==> config.mk <==
export PLATFORM = sky130hd
export DESIGN_NAME = counting_semaphore_fifo_waiters_top
export DESIGN_NICKNAME = d
export VERILOG_FILES = /design/src/hw/rtl/csfw_pkg.sv /design/src/hw/rtl/counting_semaphore_fifo_waiters_top.sv /design/src/hw/rtl/csfw_ram.sv /design/src/hw/rtl/csfw_ctrl.sv /design/src/hw/rtl/csfw_dp.sv
export VERILOG_INCLUDE_DIRS = /design/src /design/src/hw/rtl
export SDC_FILE = /design/constraint.sdc
export NUM_CORES = 1
export LEC_CHECK = 0
export ABC_AREA = 1
export BUFFER_PORTS_ARGS = -buffer_cell sky130_fd_sc_hd__buf_2
export CAP_MARGIN = 10
export CORE_UTILIZATION = 50
export DETAILED_ROUTE_END_ITERATION = 7
export PLACE_DENSITY = 0.69
export SLEW_MARGIN = 0
export SYNTH_ARGS = -nofsm -noshare
export SYNTH_HDL_FRONTEND = slang
export SYNTH_SLANG_ARGS = --single-unit
==> constraint.sdc <==
create_clock -name clk_i -period 5.5 [get_ports clk_i]
set_input_delay 0.275 -clock clk_i [delete_from_list [all_inputs] [get_ports clk_i]]
set_output_delay 0.275 -clock clk_i [all_outputs]
set_load 0.02 [all_outputs]
==> src/hw/rtl/counting_semaphore_fifo_waiters_top_defines.svh <==
// Assertion macros for the counting semaphore block.
// Used by the top level only; expects clk_i and rst_ni in scope.
`ifndef COUNTING_SEMAPHORE_FIFO_WAITERS_TOP_DEFINES_SVH
`define COUNTING_SEMAPHORE_FIFO_WAITERS_TOP_DEFINES_SVH

// Same-cycle implication, disabled in reset
`define CSFW_ASSERT_IMP(lbl, ante, cons, msg) \
  lbl: assert property (@(posedge clk_i) disable iff (!rst_ni) (ante) |-> (cons)) \
    else $error(msg);

// Next-cycle implication, disabled in reset
`define CSFW_ASSERT_NXT(lbl, ante, cons, msg) \
  lbl: assert property (@(posedge clk_i) disable iff (!rst_ni) (ante) |=> (cons)) \
    else $error(msg);

`endif

==> src/hw/rtl/csfw_pkg.sv <==
// Shared types and constants of the counting semaphore block.
// No dependencies; used by the controller, datapath and top level.
package csfw_pkg;

  // Operation codes
  localparam int MODE_W = 2;
  localparam logic [MODE_W-1:0] MODE_DOWN    = 2'd0;
  localparam logic [MODE_W-1:0] MODE_UP      = 2'd1;
  localparam logic [MODE_W-1:0] MODE_DESTROY = 2'd2;
  localparam logic [MODE_W-1:0] MODE_NOP     = 2'd3;

  // Status codes
  localparam int STS_W = 2;
  localparam logic [STS_W-1:0] STS_OK       = 2'd0;
  localparam logic [STS_W-1:0] STS_INACTIVE = 2'd1;
  localparam logic [STS_W-1:0] STS_EMPTY    = 2'd2;
  localparam logic [STS_W-1:0] STS_OVERFLOW = 2'd3;

  // Count range
  localparam int CNT_W = 16;
  localparam logic signed [CNT_W-1:0] CNT_MAX = 16'sh7FFF;
  localparam logic signed [CNT_W-1:0] CNT_MIN = 16'sh8000;

  // Controller to datapath
  typedef struct packed {
    logic latch;  // capture the accepted transaction
    logic exec;   // execute one step and load the output register
  } csfw_cmd_t;

  // Datapath to controller
  typedef struct packed {
    logic last;   // this step produces the final result of the transaction
  } csfw_sts_t;

endpackage

==> src/hw/rtl/counting_semaphore_fifo_waiters_top.sv <==
// Top level of the counting semaphore with a FIFO of blocked task ids.
// Depends on csfw_pkg, csfw_ctrl, csfw_dp, csfw_ram and the assertion header.
//
//   channel  | direction | handshake                | payload
//   ---------+-----------+--------------------------+--------------------------------------
//   in       | input     | in_valid_i / in_stall_o  | mode_i, task_id_i
//   out      | output    | out_valid_o / out_stall_i| status_o, caller_blocked_o,
//            |           |                          | woken_valid_o, woken_task_o, last_o
//   cfg      | input     | cfg_we_i                 | cfg_wdata_i (initial count)
//
// Down, up and no-op run as an accept, then one execute step with the queue RAM.
// Destroy: accept, then one step per waiter (min. one); the single RAM read port drains one
// per unstalled cycle. Output stall holds the execute step; a result waits in the output register.
// Reset needs no clearing pass: the fill count tracks which queue entries are live.
`include "counting_semaphore_fifo_waiters_top_defines.svh"

module counting_semaphore_fifo_waiters_top #(
  parameter int QUEUE_DEPTH  = 16,
  parameter int TASK_ID_BITS = 8
) (
  input  logic                               clk_i,
  input  logic                               rst_ni,
  input  logic                               cfg_we_i,
  input  logic signed [csfw_pkg::CNT_W-1:0]  cfg_wdata_i,
  input  logic                               in_valid_i,
  output logic                               in_stall_o,
  input  logic [csfw_pkg::MODE_W-1:0]        mode_i,
  input  logic [TASK_ID_BITS-1:0]            task_id_i,
  output logic                               out_valid_o,
  input  logic                               out_stall_i,
  output logic [csfw_pkg::STS_W-1:0]         status_o,
  output logic                               caller_blocked_o,
  output logic                               woken_valid_o,
  output logic [TASK_ID_BITS-1:0]            woken_task_o,
  output logic                               last_o
);
  import csfw_pkg::*;

  csfw_cmd_t cmd;
  csfw_sts_t sts;

  csfw_ctrl u_ctrl (
    .clk_i       (clk_i),
    .rst_ni      (rst_ni),
    .in_valid_i  (in_valid_i),
    .in_stall_o  (in_stall_o),
    .out_valid_o (out_valid_o),
    .out_stall_i (out_stall_i),
    .cmd_o       (cmd),
    .sts_i       (sts)
  );

  csfw_dp #(
    .QUEUE_DEPTH  (QUEUE_DEPTH),
    .TASK_ID_BITS (TASK_ID_BITS)
  ) u_dp (
    .clk_i            (clk_i),
    .rst_ni           (rst_ni),
    .cmd_i            (cmd),
    .sts_o            (sts),
    .cfg_we_i         (cfg_we_i),
    .cfg_wdata_i      (cfg_wdata_i),
    .mode_i           (mode_i),
    .task_id_i        (task_id_i),
    .status_o         (status_o),
    .caller_blocked_o (caller_blocked_o),
    .woken_valid_o    (woken_valid_o),
    .woken_task_o     (woken_task_o),
    .last_o           (last_o)
  );

  // An accepted transaction keeps the input side busy for the execute step
  `CSFW_ASSERT_NXT(a_busy_after_accept, in_valid_i && !in_stall_o, in_stall_o, "input not stalled after accept")

  // Only a destroy drain gives more than one result, and each carries a woken id
  `CSFW_ASSERT_IMP(a_nonlast_is_drain, out_valid_o && !last_o, woken_valid_o && (status_o == STS_OK), "non-final result without woken id")

  // A blocked caller never comes with a woken id or an error
  `CSFW_ASSERT_IMP(a_blocked_clean, out_valid_o && caller_blocked_o, !woken_valid_o && (status_o == STS_OK), "blocked result carries wake or error")

  // A step only runs while the output register can take its result
  `CSFW_ASSERT_IMP(a_exec_has_room, cmd.exec, !out_valid_o || !out_stall_i, "step while result stalled")

endmodule

==> src/hw/rtl/csfw_ram.sv <==
// Generic single-write, single-read RAM with registered read data.
// No dependencies.
module csfw_ram #(
  parameter int WIDTH = 8,
  parameter int DEPTH = 16,
  localparam int AddrW = (DEPTH > 1) ? $clog2(DEPTH) : 1
) (
  input  logic             clk_i,
  input  logic             we_i,
  input  logic [AddrW-1:0] waddr_i,
  input  logic [WIDTH-1:0] wdata_i,
  input  logic [AddrW-1:0] raddr_i,
  output logic [WIDTH-1:0] rdata_o
);

  logic [WIDTH-1:0] mem_q [DEPTH];
  logic [WIDTH-1:0] rdata_q;

  always_ff @(posedge clk_i) begin
    if (we_i) begin
      mem_q[waddr_i] <= wdata_i;
    end
    rdata_q <= mem_q[raddr_i];
  end

  assign rdata_o = rdata_q;

endmodule

==> src/hw/rtl/csfw_ctrl.sv <==
// Controller of the counting semaphore: input/output handshakes and step sequencing.
// Depends on csfw_pkg.
module csfw_ctrl (
  input  logic                 clk_i,
  input  logic                 rst_ni,
  input  logic                 in_valid_i,
  output logic                 in_stall_o,
  output logic                 out_valid_o,
  input  logic                 out_stall_i,
  output csfw_pkg::csfw_cmd_t  cmd_o,
  input  csfw_pkg::csfw_sts_t  sts_i
);
  import csfw_pkg::*;

  localparam logic S_IDLE = 1'b0;
  localparam logic S_EXEC = 1'b1;

  logic state_q, state_d;
  logic out_valid_q, out_valid_d;
  logic accept;
  logic out_free;

  // Handshake decode
  assign accept     = in_valid_i && (state_q == S_IDLE);
  assign out_free   = !out_valid_q || !out_stall_i;
  assign in_stall_o = (state_q != S_IDLE);

  assign cmd_o.latch = accept;
  assign cmd_o.exec  = (state_q == S_EXEC) && out_free;

  // Next state
  always_comb begin
    state_d = state_q;
    case (state_q)
      S_IDLE: begin
        if (accept) state_d = S_EXEC;
      end
      S_EXEC: begin
        if (cmd_o.exec && sts_i.last) state_d = S_IDLE;
      end
      default: state_d = S_IDLE;
    endcase
  end

  // Output valid: set on a step, held while stalled
  always_comb begin
    if (cmd_o.exec) begin
      out_valid_d = 1'b1;
    end else if (out_valid_q && out_stall_i) begin
      out_valid_d = 1'b1;
    end else begin
      out_valid_d = 1'b0;
    end
  end

  always_ff @(posedge clk_i or negedge rst_ni) begin
    if (!rst_ni) begin
      state_q     <= S_IDLE;
      out_valid_q <= 1'b0;
    end else begin
      state_q     <= state_d;
      out_valid_q <= out_valid_d;
    end
  end

  assign out_valid_o = out_valid_q;

endmodule

==> src/hw/rtl/csfw_dp.sv <==
// Datapath of the counting semaphore: count, active flag, waiter queue, result register.
// Depends on csfw_pkg and csfw_ram.
module csfw_dp #(
  parameter int QUEUE_DEPTH  = 16,
  parameter int TASK_ID_BITS = 8
) (
  input  logic                                clk_i,
  input  logic                                rst_ni,
  input  csfw_pkg::csfw_cmd_t                 cmd_i,
  output csfw_pkg::csfw_sts_t                 sts_o,
  input  logic                                cfg_we_i,
  input  logic signed [csfw_pkg::CNT_W-1:0]   cfg_wdata_i,
  input  logic [csfw_pkg::MODE_W-1:0]         mode_i,
  input  logic [TASK_ID_BITS-1:0]             task_id_i,
  output logic [csfw_pkg::STS_W-1:0]          status_o,
  output logic                                caller_blocked_o,
  output logic                                woken_valid_o,
  output logic [TASK_ID_BITS-1:0]             woken_task_o,
  output logic                                last_o
);
  import csfw_pkg::*;

  localparam int PTR_W  = (QUEUE_DEPTH > 1) ? $clog2(QUEUE_DEPTH) : 1;
  localparam int FILL_W = $clog2(QUEUE_DEPTH + 1);

  // Latched transaction
  logic [MODE_W-1:0]       mode_q;
  logic [TASK_ID_BITS-1:0] tid_q;

  // Semaphore state
  logic signed [CNT_W-1:0] count_q, count_d;
  logic                    active_q, active_d;
  logic [PTR_W-1:0]        head_q, head_d, tail_q, tail_d;
  logic [FILL_W-1:0]       fill_q, fill_d;

  // Result register
  logic [STS_W-1:0]        status_q, status_d;
  logic                    blocked_q, blocked_d;
  logic                    wvalid_q, wvalid_d;
  logic [TASK_ID_BITS-1:0] wtask_q, wtask_d;
  logic                    last_q, last_d;

  logic signed [CNT_W-1:0] cnt_dec, cnt_inc;
  logic [PTR_W-1:0]        head_inc, tail_inc;
  logic                    fill_zero, fill_one, fill_full;
  logic                    push, pop;
  logic [PTR_W-1:0]        raddr;
  logic [TASK_ID_BITS-1:0] rdata;

  // Saturating count steps
  assign cnt_dec = (count_q == CNT_MIN) ? CNT_MIN : count_q - 16'sd1;
  assign cnt_inc = (count_q == CNT_MAX) ? CNT_MAX : count_q + 16'sd1;

  // Queue pointers and fill flags
  assign head_inc  = (head_q == PTR_W'(QUEUE_DEPTH - 1)) ? '0 : head_q + 1'b1;
  assign tail_inc  = (tail_q == PTR_W'(QUEUE_DEPTH - 1)) ? '0 : tail_q + 1'b1;
  assign fill_zero = (fill_q == '0);
  assign fill_one  = (fill_q == FILL_W'(1));
  assign fill_full = (fill_q == FILL_W'(QUEUE_DEPTH));

  // Operation decode: one result per step
  always_comb begin
    count_d   = count_q;
    active_d  = active_q;
    push      = 1'b0;
    pop       = 1'b0;
    status_d  = STS_OK;
    blocked_d = 1'b0;
    wvalid_d  = 1'b0;
    wtask_d   = '0;
    last_d    = 1'b1;
    case (mode_q)
      MODE_DESTROY: begin
        active_d = 1'b0;
        if (!fill_zero) begin
          pop      = 1'b1;
          wvalid_d = 1'b1;
          wtask_d  = rdata;
          last_d   = fill_one;
        end
      end
      MODE_DOWN: begin
        if (!active_q) begin
          status_d = STS_INACTIVE;
        end else if (cnt_dec[CNT_W-1]) begin
          if (fill_full) begin
            status_d = STS_OVERFLOW;
          end else begin
            push      = 1'b1;
            count_d   = cnt_dec;
            blocked_d = 1'b1;
          end
        end else begin
          count_d = cnt_dec;
        end
      end
      MODE_UP: begin
        if (!active_q) begin
          status_d = STS_INACTIVE;
        end else begin
          count_d = cnt_inc;
          if (cnt_inc[CNT_W-1] || (cnt_inc == '0)) begin
            if (fill_zero) begin
              status_d = STS_EMPTY;
            end else begin
              pop      = 1'b1;
              wvalid_d = 1'b1;
              wtask_d  = rdata;
            end
          end
        end
      end
      MODE_NOP: begin
      end
      default: begin
      end
    endcase
  end

  // Queue bookkeeping
  always_comb begin
    head_d = head_q;
    tail_d = tail_q;
    fill_d = fill_q;
    if (push) begin
      tail_d = tail_inc;
      fill_d = fill_q + 1'b1;
    end else if (pop) begin
      head_d = head_inc;
      fill_d = fill_q - 1'b1;
    end
  end

  // Read ahead to the next head when popping, so a drain runs one per cycle while not stalled
  assign raddr = (cmd_i.exec && pop) ? head_inc : head_q;

  csfw_ram #(
    .WIDTH (TASK_ID_BITS),
    .DEPTH (QUEUE_DEPTH)
  ) u_waiters (
    .clk_i   (clk_i),
    .we_i    (cmd_i.exec && push),
    .waddr_i (tail_q),
    .wdata_i (tid_q),
    .raddr_i (raddr),
    .rdata_o (rdata)
  );

  // Control state; a config write re-creates the semaphore
  always_ff @(posedge clk_i or negedge rst_ni) begin
    if (!rst_ni) begin
      count_q  <= '0;
      active_q <= 1'b1;
      head_q   <= '0;
      tail_q   <= '0;
      fill_q   <= '0;
    end else if (cfg_we_i) begin
      count_q  <= cfg_wdata_i;
      active_q <= 1'b1;
      head_q   <= '0;
      tail_q   <= '0;
      fill_q   <= '0;
    end else if (cmd_i.exec) begin
      count_q  <= count_d;
      active_q <= active_d;
      head_q   <= head_d;
      tail_q   <= tail_d;
      fill_q   <= fill_d;
    end
  end

  // Transaction capture and result register
  always_ff @(posedge clk_i) begin
    if (cmd_i.latch) begin
      mode_q <= mode_i;
      tid_q  <= task_id_i;
    end
    if (cmd_i.exec) begin
      status_q  <= status_d;
      blocked_q <= blocked_d;
      wvalid_q  <= wvalid_d;
      wtask_q   <= wtask_d;
      last_q    <= last_d;
    end
  end

  assign sts_o.last       = last_d;
  assign status_o         = status_q;
  assign caller_blocked_o = blocked_q;
  assign woken_valid_o    = wvalid_q;
  assign woken_task_o     = wtask_q;
  assign last_o           = last_q;

endmodule

==> reports/qor.txt, run 1 <==
Status - finished clean
Core Box Area - 18,210 µm²
DIE HEIGHT - 139.3 µm
DRC errors left - 0
Fmax - 0.2567 GHz
Via density - 5.399
Grt total ovfl - 0
Clock skew - 0.01016 ns
Layout area overhead - 10.93%
Vias in the first global route - 6,652
Max stage delay cell, worst path - nand2_2
Global-route wire length before repair - 35,820 µm
Commonest non-fill, non-tap cell in the layout - nand2_1
CTS tree - built
Final min period - 3.896 ns
Synth unique cells - 43
Cells after Synth - 1,011
CP arrival - 4.23 ns
Slew Viols, Final - 0
Highest metal used - met4
Largest net degree at the start of global routing - 37
Vias post-DR - 6,976
Die Area - 19,420 µm²
TritonRoute pass-1 iters - 5
Startpoint class of the critical path - flop
Area share of and/or/nand/nor cells after synthesis - 0.2343
Slew @ Worst Pin - 1.247 ns
Fin crit share - 0.7084
Row cnt - 49
Relative slew slack - 0.1684
DPL Wire Length - 14,830 µm
Unrepaired setup endpoints after global routing - no
CTS root buffer - clkbuf_16
Starting Density - 0.5180
Antenna violations before repair - 0
Routability cong. - 0.9607
Max Root-Sink Buffers - 2
Wire per inst - 17.27 µm
WP data required - 5.83 ns
Crit Path Class - flop to flop
Async SR Flop Fraction - 0.1675
Largest family of logic cells by synthesized area - simple AND/OR/NAND/NOR gates
YS warnings - 0
Final Core Density - 0.5746
Critical path cell sequence - ha_1 > nand2_1 > nor2_1 > nand2_2 > inv_2 > nand2_2 > nand2_1 > nor2_1 > nand2_1 > nor2_1 > nand3_1 > nand2_1 > nand2_1 > nand2_2 > nand4_1 > nand2_2 > nand2_1 > nand3_1 > nand3_1 > nand3_1 > nand2_1
Avg Inst Size Synth - 9.329 µm²
Share of layout cells above drive strength 1 - 0.1072
Syn Nets - 1,055
Post-synthesis compound-gate area fraction - 0.05731
# IOs - 46
Antenna viol nets, final - 0
Antenna fix cells - 0
Post-Syn Area - 9432 µm²
Num CTS Buffers - 17
Post-synth EDFFs - 151
Mux contribution to synthesized area - 0
Post-synthesis sequential area ratio - 0.5828
Routed wl met3 - 1496 µm
Yosys reg bits - 191
Hold Path Class - primary input to flop
WL met2 - 10,220 µm
Synth Area in Adders - 0.01725
IO Port Bufs - 45
Max cap viols - 0
Most frequent cells in the layout - 204 x nand2_1, 169 x inv_1, 151 x nand3_1, 151 x edfxtp_1, 68 x nor2_1
Critical Path End Type - flop
Family with the most delay on the worst path - simple AND/OR/NAND/NOR gates
WP buf/inv - 1
Max H-tree Level - 4
Sink Count - 191
LEAKAGE - 4.491 nW
Fillers - 1,551
WL met1 - 10,040 µm
Finish-stage setup viols - 0
Nets - 1,094
WL final - 22,310 µm
Initial DRC count - 638
Clock-pin slew on the worst setup and hold paths - 0.07 ns
Largest stage delay, worst path - 0.81 ns
Die Wd - 139.3 µm
PwrDens - 398.9 nW/µm²
Prevailing post-synth register cell - edfxtp_1
Clk_lat worst skew - 0.44 ns
Post-Synth XOR/XNOR Area - 0.01579
CP most frequent cell - nand2_1
GRT Total Usage - 0.2419
Maximum vdd drop - 0.2367 mV
Crit Path Max Fanout - 36
Setup TNS - 0 ns
Hold Vio Cnt, Final - 0
## routing by layer
metal	global-route usage	vias to the layer above
li1	-	3431
met2	0.3793	279
met3	0.03716	40
met5	0	-
met4	0.08830	0
met1	0.3417	3226
## worst paths after layout
path,slack [ns],endpoint,startpoint,cells after the start
max,1.60,u_dp.u_waiters.rdata_o[6],u_dp.count_q[0],21
min,0.01,u_dp.tid_q[7],task_id_i[7],1
max reg2reg,1.60,u_dp.u_waiters.rdata_o[6],u_dp.count_q[0],21
min reg2reg,0.49,u_dp.active_q,u_dp.active_q,2
max in group asynchronous,4.54,u_dp.head_q[2],rst_ni,2
min in group asynchronous,0.46,u_dp.count_q[9],rst_ni,2
## cells by family (layout without fill, tap and decap cells)
family          count (synthesis)  after routing
xor+xnor                       17             17
compound gates                 88             88
flops                         191            191
buf+inv                       216            268
simple gates                  486            486
fa+ha+maj                      13             13
## per-stage QoR
stage                     cells  hold WS (ns)  total power [mW]  worst slack (ns)  cell area [µm²]
after global routing       1292      0.004412             4.381             1.138            10460
after global placement     1254        0.3933             2.929             1.664             9807
after CTS                  1292      0.002964             4.183             1.626            10460
final                      1292       0.01020             4.174             1.604            10460
after detailed placement   1254        0.4021             2.941             1.666             9807
after floorplan            1011      -0.02059             2.640             2.561             9432
## sequential cells by signal, summed over array words and instances (netlist names)
signal	flops
u_dp.tid_q	8
u_dp.u_waiters.rdata_o	8
u_ctrl.out_valid_o	1
u_dp.status_o	2
u_dp.count_q	16
u_dp.active_q	1
u_dp.woken_task_o	8
u_dp.woken_valid_o	1
u_dp.mode_q	2
u_ctrl.in_stall_o	1
u_dp.head_q	4
u_dp.caller_blocked_o	1
u_dp.u_waiters.mem_q	128
u_dp.fill_q	5
u_dp.tail_q	4
u_dp.last_o	1
## power breakdown
part | internal (mW) | leakage, nW | switching, mW
clock | 0.653 | 0.294 | 0.597
combinational | 0.315 | 2.36 | 0.668
sequential | 1.75 | 1.84 | 0.190
## area by class of cell
cell class              instances  area [µm²]  area share
clock buffers                  18       429.2     0.04102
multi-input cells             604        3065      0.2930
inverters                     175       658.1     0.06290
well taps                     229       286.5     0.02739
repair buffers                 61       360.3     0.03444
flip-flops and latches        191        5497      0.5254
clock inverters                14       166.4     0.01591
## cells in the mapped netlist, types with 14 or more instances
cell      count  share of area
o21ai_0      29          0.015
a21oi_1      14         0.0074
dfrtp_1      31          0.082
buf_2        25          0.013
nand3_1     151          0.080
nand4_1      14         0.0093
edfxtp_1    151           0.48
nand2_1     204          0.081
xor2_1       14          0.013
inv_1       169          0.067
nor2_1       68          0.027
nand3b_1     24          0.019
## repair_timing
| item | in CTS | in global routing |
|---|---|---|
| endpoints found under the hold margin | 36 | 0 |
| setup buffers | 0 | 0 |
| gates resized for setup | 0 | 0 |
| hold buffers | 6 | 0 |
No activity file was read; power rests on OpenSTA's default activity.
==> run 2: changes to the inputs <==
--- a/config.mk
+++ b/config.mk
@@ -6,7 +6,7 @@
 export SDC_FILE = /design/constraint.sdc
 export NUM_CORES = 1
 export LEC_CHECK = 0
-export ABC_AREA = 1
+export ABC_AREA = 0
 export BUFFER_PORTS_ARGS = -buffer_cell sky130_fd_sc_hd__buf_2
 export CAP_MARGIN = 10
 export CORE_UTILIZATION = 50
==> constraint.sdc (replaced) <==
create_clock -name clk_i -period 4.1 [get_ports clk_i]
set_input_delay 0.205 -clock clk_i [delete_from_list [all_inputs] [get_ports clk_i]]
set_output_delay 0.205 -clock clk_i [all_outputs]
set_load 0.02 [all_outputs]
==> reports/qor.txt, run 2 <==
Status - finished clean
Post-synthesis sequential area ratio - 0.6024 (+0.01966)
Worst hold slack - 0.03770 ns (+0.02750 ns)
Crit Path Class - flop to flop
CTS tree - built
Startpoint class of the critical path - flop
Commonest cells in the netlist - 151 x edfxtp_1, 48 x nor2_1, 41 x o21ai_0
Wire per inst - 20.92 µm (+21%)
Largest net degree at the start of global routing - 45 (+22%)
Avg Inst Size Synth - 12.55 µm² (+35%)
Core Box Area - 17,900 µm² (-1.7%)
LEAKAGE - 3.851 nW (-14%)
Async SR Flop Fraction - 0.1675 (unchanged)
Row cnt - 49 (unchanged)
Die Area - 18,790 µm² (-3.2%)
Unrepaired setup endpoints after global routing - no
Die Wd - 137.1 µm (-1.6%)
Grt total ovfl - 0 (unchanged)
R2r setup slk - 0.27 ns (-1.34 ns)
Layout area overhead - 17.44%
Global-route wire length before repair - 34,180 µm (-4.6%)
# IOs - 46 (unchanged)
Antenna fix cells - 0 (unchanged)
TritonRoute pass-1 iters - 5 (unchanged)
Num CTS Buffers - 17 (unchanged)
PwrDens - 475.7 nW/µm² (+19%)
Slew @ Worst Pin - 0.8520 ns (-0.3954 ns)
Fillers - 1,412 (-9.0%)
Max cap viols - 0 (unchanged)
Antenna viol nets, final - 0 (unchanged)
Starting Density - 0.5096 (-0.008324)
WL final - 22,130 µm (-0.78%)
Fmax - 0.2608 GHz (+1.6%)
Top-area cell type share of the netlist area - 0.4970 (+0.01622)
GRT Total Usage - 0.2499 (+0.007976)
Count leader, synth - edfxtp_1
DPL Wire Length - 14,640 µm (-1.3%)
DIE HEIGHT - 137.1 µm (-1.6%)
Biggest registers after layout - u_dp.u_waiters.mem_q: 128 flops, u_dp.count_q: 16 flops
Initial DRC count - 494 (-23%)
Antenna violations before repair - 0 (unchanged)
Largest area contributor in the netlist - edfxtp_1
Top cells by area, synth - edfxtp_1 50%, dfrtp_1 8.5%, mux2_2 4.3%, o21ai_0 2.2%, a21oi_1 2.0%
Hold Vio Cnt, Final - 0 (unchanged)
Nets - 860 (-21%)
Final Power - 5.097 mW (+22%)
Vias in the first global route - 6,036 (-9.3%)
Most frequent cells in the layout - 151 x edfxtp_1, 48 x nor2_1, 45 x buf_2
Sink Count - 191 (unchanged)
Relative slew slack - 0.4308 (+0.2624)
Prevailing post-synth register cell - edfxtp_1
DRC errors left - 0 (unchanged)
Max reg flops - 128 (unchanged)
Clk_lat worst skew - 0.44 ns (about the same)
CP most frequent cell - buf_4
Crit Path Max Fanout - 11 (-69%)
Finish-stage setup viols - 0 (unchanged)
WP data required - 4.24 ns (-1.59 ns)
IO Port Bufs - 45 (unchanged)
Vias post-DR - 6,390 (-8.4%)
Largest reg by FF count - u_dp.u_waiters.mem_q
CTS root buffer - clkbuf_16
Share of layout cells above drive strength 1 - 0.2316 (+0.1244)
Setup TNS - 0 ns (unchanged)
Commonest non-fill, non-tap cell in the layout - edfxtp_1
Max H-tree Level - 4 (unchanged)
Synth unique cells - 74 (+72%)
Via density - 6.040 (+12%)
Yosys reg bits - 191 (unchanged)
Cells after Synth - 727 (-28%)
Post-Syn Area - 9124 µm² (-3.3%)
YS warnings - 0 (unchanged)
Critical path cell sequence - inv_1 > ha_1 > or4b_2 > or3_1 > nand4_1 > nand4_2 > or3b_1 > buf_4 > nor4_1 > buf_4
Slew Viols, Final - 0 (unchanged)
Critical Path End Type - flop
Maximum vdd drop - 0.3220 mV (+36%)
Routability cong. - 0.8890 (-7.5%)
Clock skew - 0.009264 ns (-0.0008995 ns)
Family with the most delay on the worst path - simple AND/OR/NAND/NOR gates
Clock-pin slew on the worst setup and hold paths - 0.08 ns (about the same)
Final min period - 3.834 ns (-0.06205 ns)
Max Root-Sink Buffers - 2 (unchanged)
CP arrival - 3.97 ns (-0.26 ns)
Hold Path Class - primary input to flop
Max stage delay cell, worst path - or4b_2
Post-synth EDFFs - 151 (unchanged)
Syn Nets - 771 (-27%)
Fin crit share - 0.9351 (+0.2267)
WP buf/inv - 3 (+2)
Largest stage delay, worst path - 0.71 ns (-0.10 ns)
-- run 2: changes by cell type in the layout (fill, tap and decap cells not counted), moves of 14 or more --
cell and delta:
nand2_1 -165, inv_1 -143, nand3_1 -136, mux2_2 +35, buf_4 +29, a21oi_1 +24, dlygate4sd3_1 +22, nand3b_1 -21
nor2_1 -20, and2_1 +15, a22oi_1 +14
-- run 2: layout make-up --
type	count	area, µm²	share of cell area
Tap cell	229	286.5	0.02674
Sequential cell	191	5499	0.5132
Clock inverter	15	214.0	0.01997
Inverter	26	97.59	0.009108
Timing Repair Buffer	115	858.3	0.08010
Multi-Input combinational cell	465	3334	0.3112
Clock buffer	17	425.4	0.03970
-- run 2: what timing repair did --
action	in CTS	in global routing
setup endpoints to repair	0	48
hold buffers	28	0
endpoints found under the hold margin	58	0
resized for setup	0	6
setup buffers	0	0
-- run 2: kinds of logic after synthesis --
kind of cell | Yosys count | synth area share
XOR/XNOR | 14 | 0.01344
multiplexers | 54 | 0.07611
AO/OA/AOI/OAI | 173 | 0.1262
AND/OR/NAND/NOR | 211 | 0.1275
buffers and inverters | 71 | 0.03648
adder cells (fa/ha/maj) | 13 | 0.01783
flip-flops | 191 | 0.6024
-- run 2: power breakdown --
part           switching [mW]  internal (mW)
clock                   0.807          0.945
combinational           0.541          0.360
sequential              0.162           2.28
-- run 2: tightest hold or removal path, delay by kind of cell --
| family | cells | cell delay (ns) |
|---|---|---|
| AND/OR/NAND/NOR | 1 | 0.07 |
| AO/OA/AOI/OAI | 1 | 0.05 |
| buffers and inverters | 1 | 0.10 |
-- run 2: per-layer routing --
layer | up-vias | routed length, µm | GRT usage
met4 | 0 | 376 | 0.07814
met5 | - | 0 | 0
met2 | 256 | 10400 | 0.3920
met3 | 33 | 1565 | 0.05259
met1 | 3131 | 9793 | 0.3482
li1 | 2970 | - | -
-- run 2: final timing paths --
path	start	cells past startpoint	to
setup reg to reg	u_dp.count_q[0]	10	u_dp.u_waiters.mem_q[0][4]
setup / recovery	u_dp.count_q[0]	10	u_dp.u_waiters.mem_q[0][4]
hold / removal	in_valid_i	3	u_ctrl.in_stall_o
min in group asynchronous	rst_ni	2	u_dp.count_q[3]
hold reg to reg	u_dp.u_waiters.rdata_o[2]	1	u_dp.woken_task_o[2]
max in group asynchronous	rst_ni	2	u_dp.count_q[1]
-- run 2: through the flow --
| stage | setup WS, ns | util | cells | area [µm²] |
|---|---|---|---|---|
| 6_report | 0.2661 | 0.5985 | 1058 | 10720 |
| 3_3_place_gp | 0.2632 | 0.5459 | 998 | 9773 |
| 2_1_floorplan | 0.1291 | - | 727 | 9124 |
| 4_1_cts | 0.1639 | 0.5973 | 1058 | 10690 |
| 5_1_grt | 0.04139 | 0.5985 | 1058 | 10720 |
| 3_5_place_dp | 0.1929 | 0.5459 | 998 | 9773 |
